===== config.mk =====
export PLATFORM = sky130hd
export DESIGN_NAME = lfu_page_replacement_flat
export DESIGN_NICKNAME = d
export VERILOG_FILES = /design/src/rtl/lfu_pkg.sv /design/src/rtl/lfu_req_if.sv /design/src/rtl/lfu_res_if.sv /design/src/rtl/lfu_page_replacement.sv /design/src/rtl/lfu_cell.sv /design/src/flat_wrapper.sv
export SDC_FILE = /design/constraint.sdc
export NUM_CORES = 1
export LEC_CHECK = 0
export ABC_AREA = 1
export BUFFER_PORTS_ARGS = -buffer_cell sky130_fd_sc_hd__buf_2
export CAP_MARGIN = 5
export CORE_ASPECT_RATIO = 0.6
export CORE_MARGIN = 2
export CORE_UTILIZATION = 55
export DETAILED_ROUTE_END_ITERATION = 7
export MAX_ROUTING_LAYER = met4
export PLACE_DENSITY = 0.84
export SYNTH_ARGS = -nofsm -noshare
export SYNTH_HDL_FRONTEND = slang
export SYNTH_SLANG_ARGS = --single-unit
export TNS_END_PERCENT = 30

===== constraint.sdc =====
create_clock -name clk -period 4 [get_ports clk]
set_clock_uncertainty 0.2 [all_clocks]
set_input_delay 0.2 -clock clk [delete_from_list [all_inputs] [get_ports clk]]
set_output_delay 0.2 -clock clk [all_outputs]
set_load 0.1 [all_outputs]

===== src/rtl/lfu_pkg.sv =====
// Shared widths, reset values and defaults for the LFU page-frame store.
// Used by the channel interfaces, the frame cell and the top level.
package lfu_pkg;

  // Field widths of the request and result words.
  localparam int PAGE_W       = 8;
  localparam int SLOT_W       = 2;
  localparam int SLOT_COUNT_W = 16;

  // Defaults for the top-level parameters.
  localparam int FRAMES_DEF     = 4;
  localparam int COUNT_BITS_DEF = 16;

  // Page number zero marks an empty frame.
  localparam logic [PAGE_W-1:0] EMPTY_PAGE     = 8'd0;
  localparam logic [PAGE_W-1:0] PAGE_LIMIT_RST = 8'd9;

endpackage


===== src/rtl/lfu_req_if.sv =====
// Request channel of the LFU page-frame store: one page number per word.
// Depends on lfu_pkg for the page width.
interface lfu_req_if import lfu_pkg::*; ();
  logic              valid;
  logic              ready;
  logic [PAGE_W-1:0] page;

  modport source (output valid, output page, input ready);
  modport sink   (input valid, input page, output ready);
endinterface


===== src/rtl/lfu_res_if.sv =====
// Result channel of the LFU page-frame store: one word per request.
// Depends on lfu_pkg for the field widths.
interface lfu_res_if import lfu_pkg::*; ();
  logic                    valid;
  logic                    ready;
  logic                    rejected;
  logic                    hit;
  logic [SLOT_W-1:0]       slot;
  logic                    evicted;
  logic [PAGE_W-1:0]       evicted_page;
  logic [SLOT_COUNT_W-1:0] slot_count;

  modport source (output valid, output rejected, output hit, output slot, output evicted,
                  output evicted_page, output slot_count, input ready);
  modport sink   (input valid, input rejected, input hit, input slot, input evicted,
                  input evicted_page, input slot_count, output ready);
endinterface


===== src/rtl/lfu_page_replacement.sv =====
// Top level of the LFU page-frame store: request/result channels, the
// page_limit register, the row of frame cells and the write-back control.
// Depends on lfu_pkg, lfu_req_if, lfu_res_if and lfu_cell.
//
// Usage: each word on req carries a page number; each produces exactly one
// word on res, in order. A page of zero or above page_limit is rejected;
// when the output register is free its result is registered at the accept
// edge, so rejected words can stream one per cycle while it stays free. Any
// other page launches a scan record down a row of FRAMES cells, one cell per
// cycle; once the record leaves the last cell and the output register is
// free, the chosen frame is written back and the result word is registered.
// The next word is taken only after the record has passed the whole cell
// row, the frame has been written back and the sequencer is back in idle.
// A result waiting in the output register does not block accepting the next
// word; only when a second result is ready while the first is still stalled
// does the block hold it and drop req.ready until res.ready frees the slot.
// Reset empties every frame, clears the counts and sets page_limit to 9.
// page_limit is written through cfg_wr_en / cfg_wr_data; the user must write
// it only while idle, and the block itself does not enforce this.
module lfu_page_replacement import lfu_pkg::*; #(
  parameter int FRAMES     = FRAMES_DEF,
  parameter int COUNT_BITS = COUNT_BITS_DEF
) (
  input  logic              clk,
  input  logic              rst,
  lfu_req_if.sink           req,
  lfu_res_if.source         res,
  input  logic              cfg_wr_en,
  input  logic [PAGE_W-1:0] cfg_wr_data
);

  localparam int IDX_W = $clog2(FRAMES);

  typedef struct packed {
    logic [PAGE_W-1:0]     page;
    logic                  match_found;
    logic [IDX_W-1:0]      match_idx;
    logic [COUNT_BITS-1:0] match_count;
    logic                  empty_found;
    logic [IDX_W-1:0]      empty_idx;
    logic [IDX_W-1:0]      victim_idx;
    logic [COUNT_BITS-1:0] victim_count;
    logic [PAGE_W-1:0]     victim_page;
    logic                  spare;
  } scan_t;

  typedef struct packed {
    logic              vld;
    logic              fill;
    logic [IDX_W-1:0]  idx;
    logic [PAGE_W-1:0] page;
  } upd_t;

  localparam logic [1:0] ST_IDLE = 2'd0;
  localparam logic [1:0] ST_SCAN = 2'd1;
  localparam logic [1:0] ST_HOLD = 2'd2;

  logic [1:0]        state;
  logic [1:0]        state_next;
  logic              hold_rej;
  logic [PAGE_W-1:0] page_limit;

  scan_t             chain [FRAMES+1];
  logic [FRAMES:0]   chain_vld;
  scan_t             last;
  scan_t             rec_head;
  upd_t              upd;

  logic              acc;
  logic              rej_now;
  logic              out_free;
  logic              commit;
  logic              rej_emit;

  logic [IDX_W-1:0]      tgt;
  logic [COUNT_BITS-1:0] new_count;
  logic                  do_evict;

  // Configuration register.
  always_ff @(posedge clk) begin
    if (rst) begin
      page_limit <= PAGE_LIMIT_RST;
    end else if (cfg_wr_en) begin
      page_limit <= cfg_wr_data;
    end
  end

  // Handshake terms.
  assign req.ready = (state == ST_IDLE);
  assign acc       = req.valid && req.ready;
  assign rej_now   = (req.page == EMPTY_PAGE) || (req.page > page_limit);
  assign out_free  = !res.valid || res.ready;

  // Decision on the finished scan record.
  assign last = chain[FRAMES];
  always_comb begin
    do_evict = 1'b0;
    if (last.match_found) begin
      tgt       = last.match_idx;
      new_count = (last.match_count == '1) ? last.match_count
                                           : last.match_count + 1'b1;
    end else if (last.empty_found) begin
      tgt       = last.empty_idx;
      new_count = COUNT_BITS'(1);
    end else begin
      tgt       = last.victim_idx;
      new_count = COUNT_BITS'(1);
      do_evict  = 1'b1;
    end
  end

  assign commit   = out_free && ((state == ST_SCAN && chain_vld[FRAMES]) ||
                                 (state == ST_HOLD && !hold_rej));
  assign rej_emit = out_free && ((acc && rej_now) || (state == ST_HOLD && hold_rej));

  assign upd.vld  = commit;
  assign upd.fill = !last.match_found;
  assign upd.idx  = tgt;
  assign upd.page = last.page;

  // Sequencer: scan, then write back or hold a reject until output is free.
  always_comb begin
    state_next = state;
    unique case (state)
      ST_IDLE: begin
        if (acc) begin
          if (!rej_now) begin
            state_next = ST_SCAN;
          end else if (!out_free) begin
            state_next = ST_HOLD;
          end
        end
      end
      ST_SCAN: begin
        if (chain_vld[FRAMES]) begin
          state_next = out_free ? ST_IDLE : ST_HOLD;
        end
      end
      ST_HOLD: begin
        if (out_free) begin
          state_next = ST_IDLE;
        end
      end
      default: state_next = ST_IDLE;
    endcase
  end

  always_ff @(posedge clk) begin
    if (rst) begin
      state    <= ST_IDLE;
      hold_rej <= 1'b0;
    end else begin
      state <= state_next;
      if (acc) begin
        hold_rej <= rej_now;
      end
    end
  end

  // Head of the cell row: a fresh scan record for each valid page.
  always_comb begin
    rec_head      = '0;
    rec_head.page = req.page;
  end

  always_ff @(posedge clk) begin
    if (rst) begin
      chain_vld[0] <= 1'b0;
    end else begin
      chain_vld[0] <= acc && !rej_now;
    end
  end

  always_ff @(posedge clk) begin
    if (acc && !rej_now) begin
      chain[0] <= rec_head;
    end
  end

  // Row of frame cells.
  for (genvar i = 0; i < FRAMES; i++) begin : g_cell
    lfu_cell #(
      .FRAMES     (FRAMES),
      .COUNT_BITS (COUNT_BITS),
      .INDEX      (i)
    ) u_cell (
      .clk     (clk),
      .rst     (rst),
      .rec_in  (chain[i]),
      .vld_in  (chain_vld[i]),
      .rec_out (chain[i+1]),
      .vld_out (chain_vld[i+1]),
      .upd     (upd)
    );
  end

  // Output register.
  always_ff @(posedge clk) begin
    if (rst) begin
      res.valid <= 1'b0;
    end else if (commit || rej_emit) begin
      res.valid <= 1'b1;
    end else if (res.ready) begin
      res.valid <= 1'b0;
    end
  end

  always_ff @(posedge clk) begin
    if (rej_emit) begin
      res.rejected     <= 1'b1;
      res.hit          <= 1'b0;
      res.slot         <= '0;
      res.evicted      <= 1'b0;
      res.evicted_page <= EMPTY_PAGE;
      res.slot_count   <= '0;
    end else if (commit) begin
      res.rejected     <= 1'b0;
      res.hit          <= last.match_found;
      res.slot         <= SLOT_W'(tgt);
      res.evicted      <= do_evict;
      res.evicted_page <= do_evict ? last.victim_page : EMPTY_PAGE;
      res.slot_count   <= SLOT_COUNT_W'(new_count);
    end
  end

  // Only one scan record is ever in flight.
  a_one_record: assert property (@(posedge clk) disable iff (rst)
    $onehot0(chain_vld))
    else $error("more than one scan record in the cell row");

  // A record in the row means the sequencer is scanning.
  a_scan_state: assert property (@(posedge clk) disable iff (rst)
    (chain_vld != '0) |-> (state == ST_SCAN))
    else $error("scan record moving outside the scan state");

  // A hit never evicts.
  a_hit_no_evict: assert property (@(posedge clk) disable iff (rst)
    res.valid |-> !(res.hit && res.evicted))
    else $error("result word flags both hit and eviction");

  // Rejected words carry no frame information.
  a_rej_clean: assert property (@(posedge clk) disable iff (rst)
    (res.valid && res.rejected) |-> (!res.hit && !res.evicted && res.slot_count == '0))
    else $error("rejected result word carries frame data");

  // Commit and reject never load the output register together.
  a_one_source: assert property (@(posedge clk) disable iff (rst)
    !(commit && rej_emit))
    else $error("two result words loaded in one cycle");

endmodule


===== src/rtl/lfu_cell.sv =====
// One frame of the LFU store: holds a page and its use count, and folds its
// entry into the scan record that walks down the row. Depends on lfu_pkg.
module lfu_cell import lfu_pkg::*; #(
  parameter int FRAMES     = FRAMES_DEF,
  parameter int COUNT_BITS = COUNT_BITS_DEF,
  parameter int INDEX      = 0,
  localparam int IDX_W     = $clog2(FRAMES)
) (
  input  logic clk,
  input  logic rst,
  input  logic [PAGE_W+3+3*IDX_W+2*COUNT_BITS+PAGE_W-1:0] rec_in,
  input  logic vld_in,
  output logic [PAGE_W+3+3*IDX_W+2*COUNT_BITS+PAGE_W-1:0] rec_out,
  output logic vld_out,
  input  logic [IDX_W+PAGE_W+1:0] upd
);

  typedef struct packed {
    logic [PAGE_W-1:0]     page;
    logic                  match_found;
    logic [IDX_W-1:0]      match_idx;
    logic [COUNT_BITS-1:0] match_count;
    logic                  empty_found;
    logic [IDX_W-1:0]      empty_idx;
    logic [IDX_W-1:0]      victim_idx;
    logic [COUNT_BITS-1:0] victim_count;
    logic [PAGE_W-1:0]     victim_page;
    logic                  spare;
  } scan_t;

  typedef struct packed {
    logic              vld;
    logic              fill;
    logic [IDX_W-1:0]  idx;
    logic [PAGE_W-1:0] page;
  } upd_t;

  localparam logic [IDX_W-1:0] MY_IDX = IDX_W'(INDEX);

  logic [PAGE_W-1:0]     page;
  logic [COUNT_BITS-1:0] count;
  scan_t                 rin;
  scan_t                 rnext;
  upd_t                  u;

  assign rin = scan_t'(rec_in);
  assign u   = upd_t'(upd);

  // Fold this frame into the record: first match, first empty, smallest count.
  always_comb begin
    rnext = rin;
    if (!rin.match_found && page == rin.page) begin
      rnext.match_found = 1'b1;
      rnext.match_idx   = MY_IDX;
      rnext.match_count = count;
    end
    if (!rin.empty_found && page == EMPTY_PAGE) begin
      rnext.empty_found = 1'b1;
      rnext.empty_idx   = MY_IDX;
    end
    if (INDEX == 0 || count < rin.victim_count) begin
      rnext.victim_idx   = MY_IDX;
      rnext.victim_count = count;
      rnext.victim_page  = page;
    end
  end

  // The record moves one cell per cycle.
  always_ff @(posedge clk) begin
    if (rst) begin
      vld_out <= 1'b0;
    end else begin
      vld_out <= vld_in;
    end
  end

  always_ff @(posedge clk) begin
    if (vld_in) begin
      rec_out <= rnext;
    end
  end

  // Write-back from the controller: place a new page or count a hit.
  always_ff @(posedge clk) begin
    if (rst) begin
      page  <= EMPTY_PAGE;
      count <= '0;
    end else if (u.vld && u.idx == MY_IDX) begin
      if (u.fill) begin
        page  <= u.page;
        count <= COUNT_BITS'(1);
      end else if (count != '1) begin
        count <= count + 1'b1;
      end
    end
  end

endmodule

===== src/flat_wrapper.sv =====
// flat-port wrapper written by rule: the top's interface ports become plain ports
module lfu_page_replacement_flat import lfu_pkg::*;
#(
  parameter int FRAMES     = FRAMES_DEF,
  parameter int COUNT_BITS = COUNT_BITS_DEF
)
  (clk, rst, cfg_wr_en, cfg_wr_data, req_valid, req_page, req_ready, res_valid, res_rejected, res_hit, res_slot, res_evicted, res_evicted_page, res_slot_count, res_ready);
  lfu_req_if req_i ();
  lfu_res_if res_i ();
  input  logic clk;
  input  logic rst;
  input  logic cfg_wr_en;
  input  logic [PAGE_W-1:0] cfg_wr_data;
  input wire logic [$bits(req_i.valid)-1:0] req_valid;
  input wire logic [$bits(req_i.page)-1:0] req_page;
  output wire logic [$bits(req_i.ready)-1:0] req_ready;
  output wire logic [$bits(res_i.valid)-1:0] res_valid;
  output wire logic [$bits(res_i.rejected)-1:0] res_rejected;
  output wire logic [$bits(res_i.hit)-1:0] res_hit;
  output wire logic [$bits(res_i.slot)-1:0] res_slot;
  output wire logic [$bits(res_i.evicted)-1:0] res_evicted;
  output wire logic [$bits(res_i.evicted_page)-1:0] res_evicted_page;
  output wire logic [$bits(res_i.slot_count)-1:0] res_slot_count;
  input wire logic [$bits(res_i.ready)-1:0] res_ready;
  assign req_i.valid = req_valid;
  assign req_i.page = req_page;
  assign req_ready = req_i.ready;
  assign res_valid = res_i.valid;
  assign res_rejected = res_i.rejected;
  assign res_hit = res_i.hit;
  assign res_slot = res_i.slot;
  assign res_evicted = res_i.evicted;
  assign res_evicted_page = res_i.evicted_page;
  assign res_slot_count = res_i.slot_count;
  assign res_i.ready = res_ready;
  lfu_page_replacement #(.FRAMES(FRAMES), .COUNT_BITS(COUNT_BITS)) u_core (.clk(clk), .rst(rst), .req(req_i), .res(res_i), .cfg_wr_en(cfg_wr_en), .cfg_wr_data(cfg_wr_data));
endmodule

==> metrics.txt, run 1 <==
# TYPE chip_impl_metric gauge
chip_impl_metric{name="placement.setup.worst_slack",unit="ns"} 0.887
chip_impl_metric{name="route.final.wire_length",unit="um"} 43200
chip_impl_metric{name="die_area",unit="um2"} 31800
chip_impl_metric{name="grt_util_all_layers",unit="%"} 27.6
chip_impl_metric{name="grt_first_pass_wirelength",unit="um"} 68200
chip_impl_metric{name="critical_path.max_fanout",unit=""} 14
chip_impl_metric{name="dr.first_iter.drc_count",unit=""} 1736
chip_impl_metric{name="ratio_of_final_minimum_period_to_clock_period",unit="%"} 82.8
chip_impl_metric{name="post-route-worst-setup-slack",unit="ns"} 0.687
chip_impl_metric{name="avgRoutedWirePerCell",unit="um"} 18.0
chip_impl_metric{name="final-setup-viol-count",unit=""} 0
chip_impl_metric{name="synth.cell_area",unit="um2"} 16700
chip_impl_info{name="setup.worst_path.end_class",value="flip-flop"} 1
chip_impl_info{name="worst_setup_path_start_kind",value="flip-flop"} 1
chip_impl_metric{name="synth_fa_ha_area_share",unit="%"} 4.34
chip_impl_metric{name="detail_route.drc_violations",unit=""} 0
chip_impl_info{name="dominant_combinational_cell_family_by_area_after_synthesis",value="simple AND/OR/NAND/NOR gates"} 1
chip_impl_info{name="timing.rr.start",value="u_core.g_cell[0].u_cell.count[0]"} 1
chip_impl_metric{name="worst_slew_margin_rel",unit="%"} 22.8
chip_impl_metric{name="synth_warnings",unit=""} 0
chip_impl_metric{name="yosys.area_share.xor_xnor",unit="%"} 3.20
chip_impl_metric{name="port_buffers",unit=""} 51
chip_impl_info{name="layout_commonest_cell",value="sky130_fd_sc_hd__nand2_1"} 1
chip_impl_metric{name="power.leakage",unit="nW"} 7.26
chip_impl_metric{name="final_hold_viol_count",unit=""} 0
chip_impl_metric{name="synth_cell_type_count",unit=""} 43
chip_impl_metric{name="die_y",unit="um"} 139
chip_impl_metric{name="reg2reg_slack",unit="ns"} 0.69
chip_impl_metric{name="cts.sinks",unit=""} 349
chip_impl_info{name="worst_setup_path_endpoint",value="u_core.g_cell[0].u_cell.count[0]"} 1
chip_impl_metric{name="boundaryPins",unit=""} 52
chip_impl_metric{name="cts_repair_resize_count",unit=""} 0
chip_impl_metric{name="tritoncts.num_buffers",unit=""} 30
chip_impl_metric{name="fraction_of_the_mapped_netlist_area_in_simple_logic_gates",unit="%"} 20.9
chip_impl_metric{name="dr_total_vias",unit=""} 13668
chip_impl_metric{name="final_layout_size_suffix_gt1_share",unit="%"} 8.10
chip_impl_metric{name="syn-instance-count",unit=""} 1896
chip_impl_metric{name="floorplan.initialDensity",unit="%"} 55.9
chip_impl_info{name="worst_reg2reg_endpoint",value="u_core.g_cell[0].u_cell.count[0]"} 1
chip_impl_metric{name="clock_network_latency_to_the_later_pin_of_the_worst_skew_pair",unit="ns"} 0.58
chip_impl_metric{name="clock.fmax",unit="MHz"} 302
chip_impl_metric{name="grt_max_degree",unit=""} 75
chip_impl_metric{name="grt_antenna_before_repair",unit=""} 1
chip_impl_info{name="timing_worst_setup_path_type",value="flip-flop to flip-flop"} 1
chip_impl_metric{name="area_growth",unit="%"} 11.5
chip_impl_info{name="outcome",value="finished clean"} 1
chip_impl_info{name="flip_flop_cell_with_the_highest_count_after_synthesis",value="sky130_fd_sc_hd__edfxtp_1"} 1
chip_impl_info{name="grt_setup_unrepaired",value="false"} 1
chip_impl_metric{name="vias_in_the_first_global_route",unit=""} 12659
chip_impl_metric{name="total_cell_area_at_the_placement_stage",unit="um2"} 17300
chip_impl_info{name="mostFrequentLayoutCells",value="440 x sky130_fd_sc_hd__nand2_1, 217 x sky130_fd_sc_hd__inv_1, 207 x sky130_fd_sc_hd__edfxtp_1, 165 x sky130_fd_sc_hd__nor2_1, 138 x sky130_fd_sc_hd__dfxtp_1"} 1
chip_impl_metric{name="clk_pin_slew_worst_paths",unit="ns"} 0.07
chip_impl_metric{name="max-vdd-ir-drop",unit="mV"} 0.284
chip_impl_metric{name="fin_tns_setup",unit="ns"} 0
chip_impl_metric{name="cp_data_arrival_time",unit="ns"} 3.57
chip_impl_metric{name="tightestPinTransition",unit="ns"} 1.16
chip_impl_metric{name="globalplace.congestion",unit=""} 0.976
chip_impl_metric{name="first_pass_iters",unit=""} 8
chip_impl_info{name="clock_tree.root_cell",value="sky130_fd_sc_hd__clkbuf_16"} 1
chip_impl_metric{name="dpl.cell_count",unit=""} 2304
chip_impl_metric{name="power_density_over_the_cells",unit="nW/um2"} 389
chip_impl_metric{name="required",unit="ns"} 4.26
chip_impl_metric{name="gr-total-overflow",unit=""} 0
chip_impl_metric{name="maxSlewViolCount",unit=""} 0
chip_impl_metric{name="synth_seq_cells",unit=""} 349
chip_impl_metric{name="cap_viol_max_count",unit=""} 0
chip_impl_metric{name="max_clock_buf_depth",unit=""} 3
chip_impl_metric{name="mean_number_of_vias_per_cell",unit=""} 5.70
chip_impl_metric{name="die_w",unit="um"} 229
chip_impl_metric{name="postRouteAntennaNets",unit=""} 0
chip_impl_info{name="setup.worst_path.start",value="u_core.g_cell[0].u_cell.count[0]"} 1
chip_impl_metric{name="reg2reg_depth",unit=""} 9
chip_impl_metric{name="ys_async_sr_fraction",unit="%"} 0
chip_impl_metric{name="core-area",unit="um2"} 29900
chip_impl_metric{name="final_period_minus_worst_setup_slack",unit="ns"} 3.31
chip_impl_metric{name="synth_edf_count",unit=""} 207
chip_impl_metric{name="nNetsFinal",unit=""} 2042
chip_impl_metric{name="cts_htree_levels",unit=""} 1
chip_impl_metric{name="n_fill_cell",unit=""} 2475
chip_impl_metric{name="muxShareOfSynthArea",unit="%"} 0
chip_impl_info{name="hp-class",value="input pin to flip-flop"} 1
chip_impl_metric{name="number_of_rows_in_the_core_area",unit=""} 49
chip_impl_metric{name="postSynthAreaPerCell",unit="um2"} 8.82
chip_impl_metric{name="final_design_area_no_fill",unit="um2"} 18600
chip_impl_metric{name="synthesis.nets",unit=""} 1975
chip_impl_metric{name="synth_seq_area_share",unit="%"} 54.2
chip_impl_metric{name="synth_compound_area_share",unit="%"} 10.3
chip_impl_metric{name="finalNonFillerCells",unit=""} 2396
chip_impl_info{name="cts_tree",value="built"} 1
chip_impl_metric{name="hpwlAfterDp",unit="um"} 30000
-- cell type report --
type	count	area [um2]	share of cell area (%)
timing repair buffer	104	741	3.97
clock inverter	22	213	1.14
tap	408	510	2.74
antenna	1	2.50	0.0134
multi-input combinational	1254	6470	34.7
clock buffer	34	797	4.28
sequential	349	9060	48.6
inverter	224	842	4.52
-- what timing repair did --
| action | 4_1_cts | 5_1_grt |
|---|---|---|
| hold endpoints to repair | 21 | 0 |
| buffers inserted | 0 | 0 |
| hold buffers | 35 | 0 |
-- flip-flops by register name, summed over array words and instances (netlist names), 2 cells and up --
register,cells
u_core.res.slot_count,16
u_core.res.evicted_page,8
u_core.g_cell.u_cell.vld_out,4
u_core.res.slot,2
u_core.page_limit,8
u_core.g_cell.u_cell.rec_out,199
u_core.g_cell.u_cell.page,32
u_core.g_cell.u_cell.count,64
u_core.state,2
u_core.chain,8
-- cells in the mapped netlist (18+ instances only) --
master	instances	area, um2
sky130_fd_sc_hd__nor2_1	165	619
sky130_fd_sc_hd__nand3_1	99	495
sky130_fd_sc_hd__ha_1	58	726
sky130_fd_sc_hd__nand4_1	34	213
sky130_fd_sc_hd__a21oi_1	136	681
sky130_fd_sc_hd__a22oi_1	24	180
sky130_fd_sc_hd__inv_1	217	815
sky130_fd_sc_hd__xor2_1	54	473
sky130_fd_sc_hd__buf_2	18	90.1
sky130_fd_sc_hd__edfxtp_1	207	6220
sky130_fd_sc_hd__dfxtp_1	142	2840
sky130_fd_sc_hd__nor3_1	43	215
sky130_fd_sc_hd__o21ai_0	136	681
sky130_fd_sc_hd__clkbuf_1	36	135
sky130_fd_sc_hd__nand2_1	440	1650
-- per-stage QoR --
step / utilization [%] / total power [mW] / hold slack, ns
2_1_floorplan: - / 4.18 / 0.0989
3_3_place_gp: 57.8 / 4.27 / 0.214
3_5_place_dp: 57.8 / 4.28 / 0.214
4_1_cts: 62.3 / 7.26 / 0.111
5_1_grt: 62.3 / 7.45 / 0.158
6_report: 62.3 / 7.25 / 0.138
-- routing by layer --
layer	track usage [%]	up-vias	wire length [um]
li1	-	6462	-
met2	38.9	751	18000
met5	-	-	0
met1	41.0	6379	19400
met4	5.19	0	774
met3	6.21	76	4970
-- power breakdown --
group	leakage, nW	internal, mW	switching, mW	total [mW]
sequential	3.03	3.86	0.0575	3.91
clock	0.499	1.64	1.37	3.01
combinational	3.74	0.0939	0.234	0.328
-- worst min path at each step --
stage,startpoint,to,depth (start not counted)
after floorplan,req_page[0],u_core.chain[277],0
after global placement,cfg_wr_data[0],u_core.page_limit[0],3
after detailed placement,req_page[1],u_core.chain[278],1
after CTS,rst,u_core.g_cell[2].u_cell.count[0],5
after global routing,rst,u_core.g_cell[0].u_cell.count[15],3
final,rst,u_core.g_cell[0].u_cell.count[15],3
-- critical path, cell delays in order (launching register included) --
cell                      delay [ns]
sky130_fd_sc_hd__dfxtp_1        0.43
sky130_fd_sc_hd__ha_1           0.24
sky130_fd_sc_hd__nand2_1        0.09
sky130_fd_sc_hd__nor3_1         0.45
sky130_fd_sc_hd__nand4_1        0.45
sky130_fd_sc_hd__nand3_1        0.60
sky130_fd_sc_hd__buf_4          0.30
sky130_fd_sc_hd__inv_1          0.19
sky130_fd_sc_hd__o21ai_0        0.20
sky130_fd_sc_hd__nor2_1         0.06
-- cells by family after synthesis --
group / after synthesis
buf+inv: 293
compound gates: 320
xor+xnor: 61
flops: 349
simple gates: 815
fa+ha+maj: 58
No activity file was read; power rests on OpenSTA's default activity.
==> run 2: changes to the inputs <==
==> constraint.sdc (replaced) <==
create_clock -name clk -period 3.36 [get_ports clk]
set_clock_uncertainty 0.2 [all_clocks]
set_input_delay 0.168 -clock clk [delete_from_list [all_inputs] [get_ports clk]]
set_output_delay 0.168 -clock clk [all_outputs]
set_load 0.1 [all_outputs]
==> run 2 against run 1 <==
Sequential cell count unchanged. Die area stayed put. Worst hold slack worse by 0.039 ns. Cell area about the same. Register-to-register slack got worse by 0.18 ns. Critical endpoint is now u_core.g_cell[0].u_cell.count[6]. Highest routed layer unchanged.
==> metrics.txt, run 2 (same netlist as run 1, synthesis figures left out) <==
# TYPE chip_impl_metric gauge
chip_impl_metric{name="max_clock_buf_depth",unit=""} 3
chip_impl_info{name="outcome",value="finished clean"} 1
chip_impl_metric{name="detail_route.drc_violations",unit=""} 0
chip_impl_info{name="reg.largest.list",value="u_core.g_cell.u_cell.rec_out x199, u_core.g_cell.u_cell.count x64, u_core.g_cell.u_cell.page x32"} 1
chip_impl_metric{name="route.final.wire_length",unit="um"} 43300
chip_impl_metric{name="floorplan.initialDensity",unit="%"} 55.9
chip_impl_metric{name="cts.sinks",unit=""} 349
chip_impl_metric{name="final-setup-viol-count",unit=""} 0
chip_impl_metric{name="dr.first_iter.drc_count",unit=""} 1603
chip_impl_metric{name="total_cell_area_at_the_placement_stage",unit="um2"} 17300
chip_impl_metric{name="final_layout_size_suffix_gt1_share",unit="%"} 7.75
chip_impl_metric{name="avgRoutedWirePerCell",unit="um"} 18.1
chip_impl_metric{name="die_w",unit="um"} 229
chip_impl_metric{name="timing.hold.worst_path_depth",unit=""} 3
chip_impl_metric{name="final_period_minus_worst_setup_slack",unit="ns"} 2.86
chip_impl_metric{name="reg2reg_depth",unit=""} 8
chip_impl_metric{name="number_of_rows_in_the_core_area",unit=""} 49
chip_impl_metric{name="vias_in_the_first_global_route",unit=""} 12757
chip_impl_info{name="cts_tree",value="built"} 1
chip_impl_metric{name="grt_antenna_before_repair",unit=""} 1
chip_impl_info{name="clock_tree.root_cell",value="sky130_fd_sc_hd__clkbuf_16"} 1
chip_impl_info{name="timing_worst_setup_path_type",value="flip-flop to flip-flop"} 1
chip_impl_metric{name="final_design_area_no_fill",unit="um2"} 18600
chip_impl_metric{name="grt_first_pass_wirelength",unit="um"} 69200
chip_impl_metric{name="finalNonFillerCells",unit=""} 2397
chip_impl_metric{name="mean_number_of_vias_per_cell",unit=""} 5.69
chip_impl_metric{name="required",unit="ns"} 3.66
chip_impl_metric{name="grt_max_degree",unit=""} 75
chip_impl_metric{name="postRouteAntennaNets",unit=""} 0
chip_impl_metric{name="reg2reg_slack",unit="ns"} 0.50
chip_impl_info{name="worst_setup_path_start_kind",value="flip-flop"} 1
chip_impl_info{name="worst_reg2reg_endpoint",value="u_core.g_cell[0].u_cell.count[6]"} 1
chip_impl_metric{name="fin_tns_setup",unit="ns"} 0
chip_impl_metric{name="tightestPinTransition",unit="ns"} 1.17
chip_impl_metric{name="hpwlAfterDp",unit="um"} 31000
chip_impl_metric{name="worst_slew_margin_rel",unit="%"} 21.7
chip_impl_metric{name="boundaryPins",unit=""} 52
chip_impl_metric{name="area_growth",unit="%"} 11.5
chip_impl_info{name="timing.rr.start",value="u_core.state[1]"} 1
chip_impl_metric{name="final_hold_viol_count",unit=""} 0
chip_impl_info{name="mostFrequentLayoutCells",value="440 x sky130_fd_sc_hd__nand2_1, 217 x sky130_fd_sc_hd__inv_1, 207 x sky130_fd_sc_hd__edfxtp_1, 165 x sky130_fd_sc_hd__nor2_1, 138 x sky130_fd_sc_hd__dfxtp_1"} 1
chip_impl_info{name="hp-class",value="input pin to flip-flop"} 1
chip_impl_metric{name="first_pass_iters",unit=""} 6
chip_impl_metric{name="gr-total-overflow",unit=""} 0
chip_impl_metric{name="cp_data_arrival_time",unit="ns"} 3.16
chip_impl_metric{name="globalplace.congestion",unit=""} 1.02
chip_impl_metric{name="critical_path.max_fanout",unit=""} 36
chip_impl_info{name="setup.worst_path.end_class",value="flip-flop"} 1
chip_impl_info{name="largest_register",value="u_core.g_cell.u_cell.rec_out"} 1
chip_impl_metric{name="clock.fmax",unit="MHz"} 350
chip_impl_info{name="layout_commonest_cell",value="sky130_fd_sc_hd__nand2_1"} 1
chip_impl_info{name="grt_setup_unrepaired",value="false"} 1
chip_impl_metric{name="cap_viol_max_count",unit=""} 0
chip_impl_metric{name="power.leakage",unit="nW"} 7.25
chip_impl_metric{name="clock_network_latency_to_the_later_pin_of_the_worst_skew_pair",unit="ns"} 0.58
chip_impl_metric{name="die_y",unit="um"} 139
chip_impl_metric{name="dpl.cell_count",unit=""} 2304
chip_impl_metric{name="clk_pin_slew_worst_paths",unit="ns"} 0.07
chip_impl_metric{name="grt_util_all_layers",unit="%"} 28.0
chip_impl_metric{name="core-area",unit="um2"} 29900
chip_impl_metric{name="die_area",unit="um2"} 31800
chip_impl_metric{name="tritoncts.num_buffers",unit=""} 31
chip_impl_metric{name="largest_register_ffs",unit=""} 199
chip_impl_metric{name="ratio_of_final_minimum_period_to_clock_period",unit="%"} 85.0
chip_impl_metric{name="port_buffers",unit=""} 51
chip_impl_metric{name="worst_hold_margin",unit="ns"} 0.0987
chip_impl_info{name="worst_hold_path.endpoint",value="u_core.g_cell[0].u_cell.count[15]"} 1
chip_impl_metric{name="power_density_over_the_cells",unit="nW/um2"} 463
chip_impl_metric{name="maxSlewViolCount",unit=""} 0
chip_impl_metric{name="max-vdd-ir-drop",unit="mV"} 0.452
chip_impl_metric{name="cts_htree_levels",unit=""} 1
chip_impl_metric{name="dr_total_vias",unit=""} 13648
chip_impl_info{name="hold_start",value="rst"} 1
chip_impl_metric{name="nNetsFinal",unit=""} 2042
## run 2: cell types whose count changed in the layout (fill, tap and decap cells not counted), sizes merged
cell and change:
clkbuf +11, clkinv -6, bufinv -1, clkinvlp -1, dlygate4sd3 -1, inv -1
## run 2: critical path, cell delays in order, from the launching register on
cell	delay (ns)
sky130_fd_sc_hd__dfxtp_1	0.40
sky130_fd_sc_hd__nand2_1	0.09
sky130_fd_sc_hd__o22ai_2	0.23
sky130_fd_sc_hd__nand2_4	0.29
sky130_fd_sc_hd__nor2_1	0.53
sky130_fd_sc_hd__nand3_1	0.36
sky130_fd_sc_hd__inv_1	0.39
sky130_fd_sc_hd__nand3_1	0.11
sky130_fd_sc_hd__a21oi_1	0.15
## run 2: what timing repair did
item | 4_1_cts | 5_1_grt
resized for setup | 0 | 0
hold buffers | 34 | 0
endpoints found under the hold margin | 21 | 0
setup buffers | 0 | 0
## run 2: cell type report
| type | count | area [um2] |
|---|---|---|
| Antenna cell | 1 | 2.50 |
| Clock buffer | 45 | 893 |
| Clock inverter | 13 | 120 |
| Fill cell | 2421 | 11300 |
| Inverter | 224 | 842 |
| Multi-Input combinational cell | 1254 | 6470 |
| Sequential cell | 349 | 9060 |
| Tap cell | 408 | 510 |
| Timing Repair Buffer | 103 | 731 |
## run 2: worst max-delay path by stage
stage | from | end | slack (ns)
6_report | u_core.state[1] | u_core.g_cell[0].u_cell.count[6] | 0.50
3_3_place_gp | u_core.state[0] | u_core.g_cell[1].u_cell.count[1] | 0.72
4_1_cts | u_core.g_cell[3].u_cell.rec_out[29] | u_core.g_cell[1].u_cell.page[0] | 0.59
3_5_place_dp | u_core.g_cell[3].u_cell.rec_out[29] | u_core.g_cell[1].u_cell.count[6] | 0.64
2_1_floorplan | u_core.state[0] | u_core.res.slot[0] | 0.44
5_1_grt | u_core.g_cell[3].u_cell.rec_out[30] | u_core.res.slot_count[1] | 0.31
## run 2: per-layer routing
| layer | up-vias | wire length (um) | GRT usage [%] |
|---|---|---|---|
| met5 | - | 0 | - |
| met2 | 748 | 18000 | 39.5 |
| met1 | 6360 | 19400 | 41.3 |
| li1 | 6462 | - | - |
| met4 | 0 | 697 | 4.89 |
| met3 | 78 | 5230 | 6.97 |
## run 2: per-stage QoR
| step | util (%) | total power [mW] | setup slack [ns] |
|---|---|---|---|
| 6_report | 62.3 | 8.64 | 0.504 |
| 5_1_grt | 62.3 | 8.88 | 0.307 |
| 4_1_cts | 62.3 | 8.65 | 0.591 |
| 3_5_place_dp | 57.8 | 5.10 | 0.641 |
| 3_3_place_gp | 57.8 | 5.08 | 0.723 |
| 2_1_floorplan | - | 4.98 | 0.437 |
## run 2: power by group
group / switching [mW] / leakage (nW) / internal [mW] / total, mW
logic: 0.274 / 3.72 / 0.113 / 0.387
registers: 0.0701 / 3.03 / 4.59 / 4.66
clock network: 1.59 / 0.494 / 2.00 / 3.59
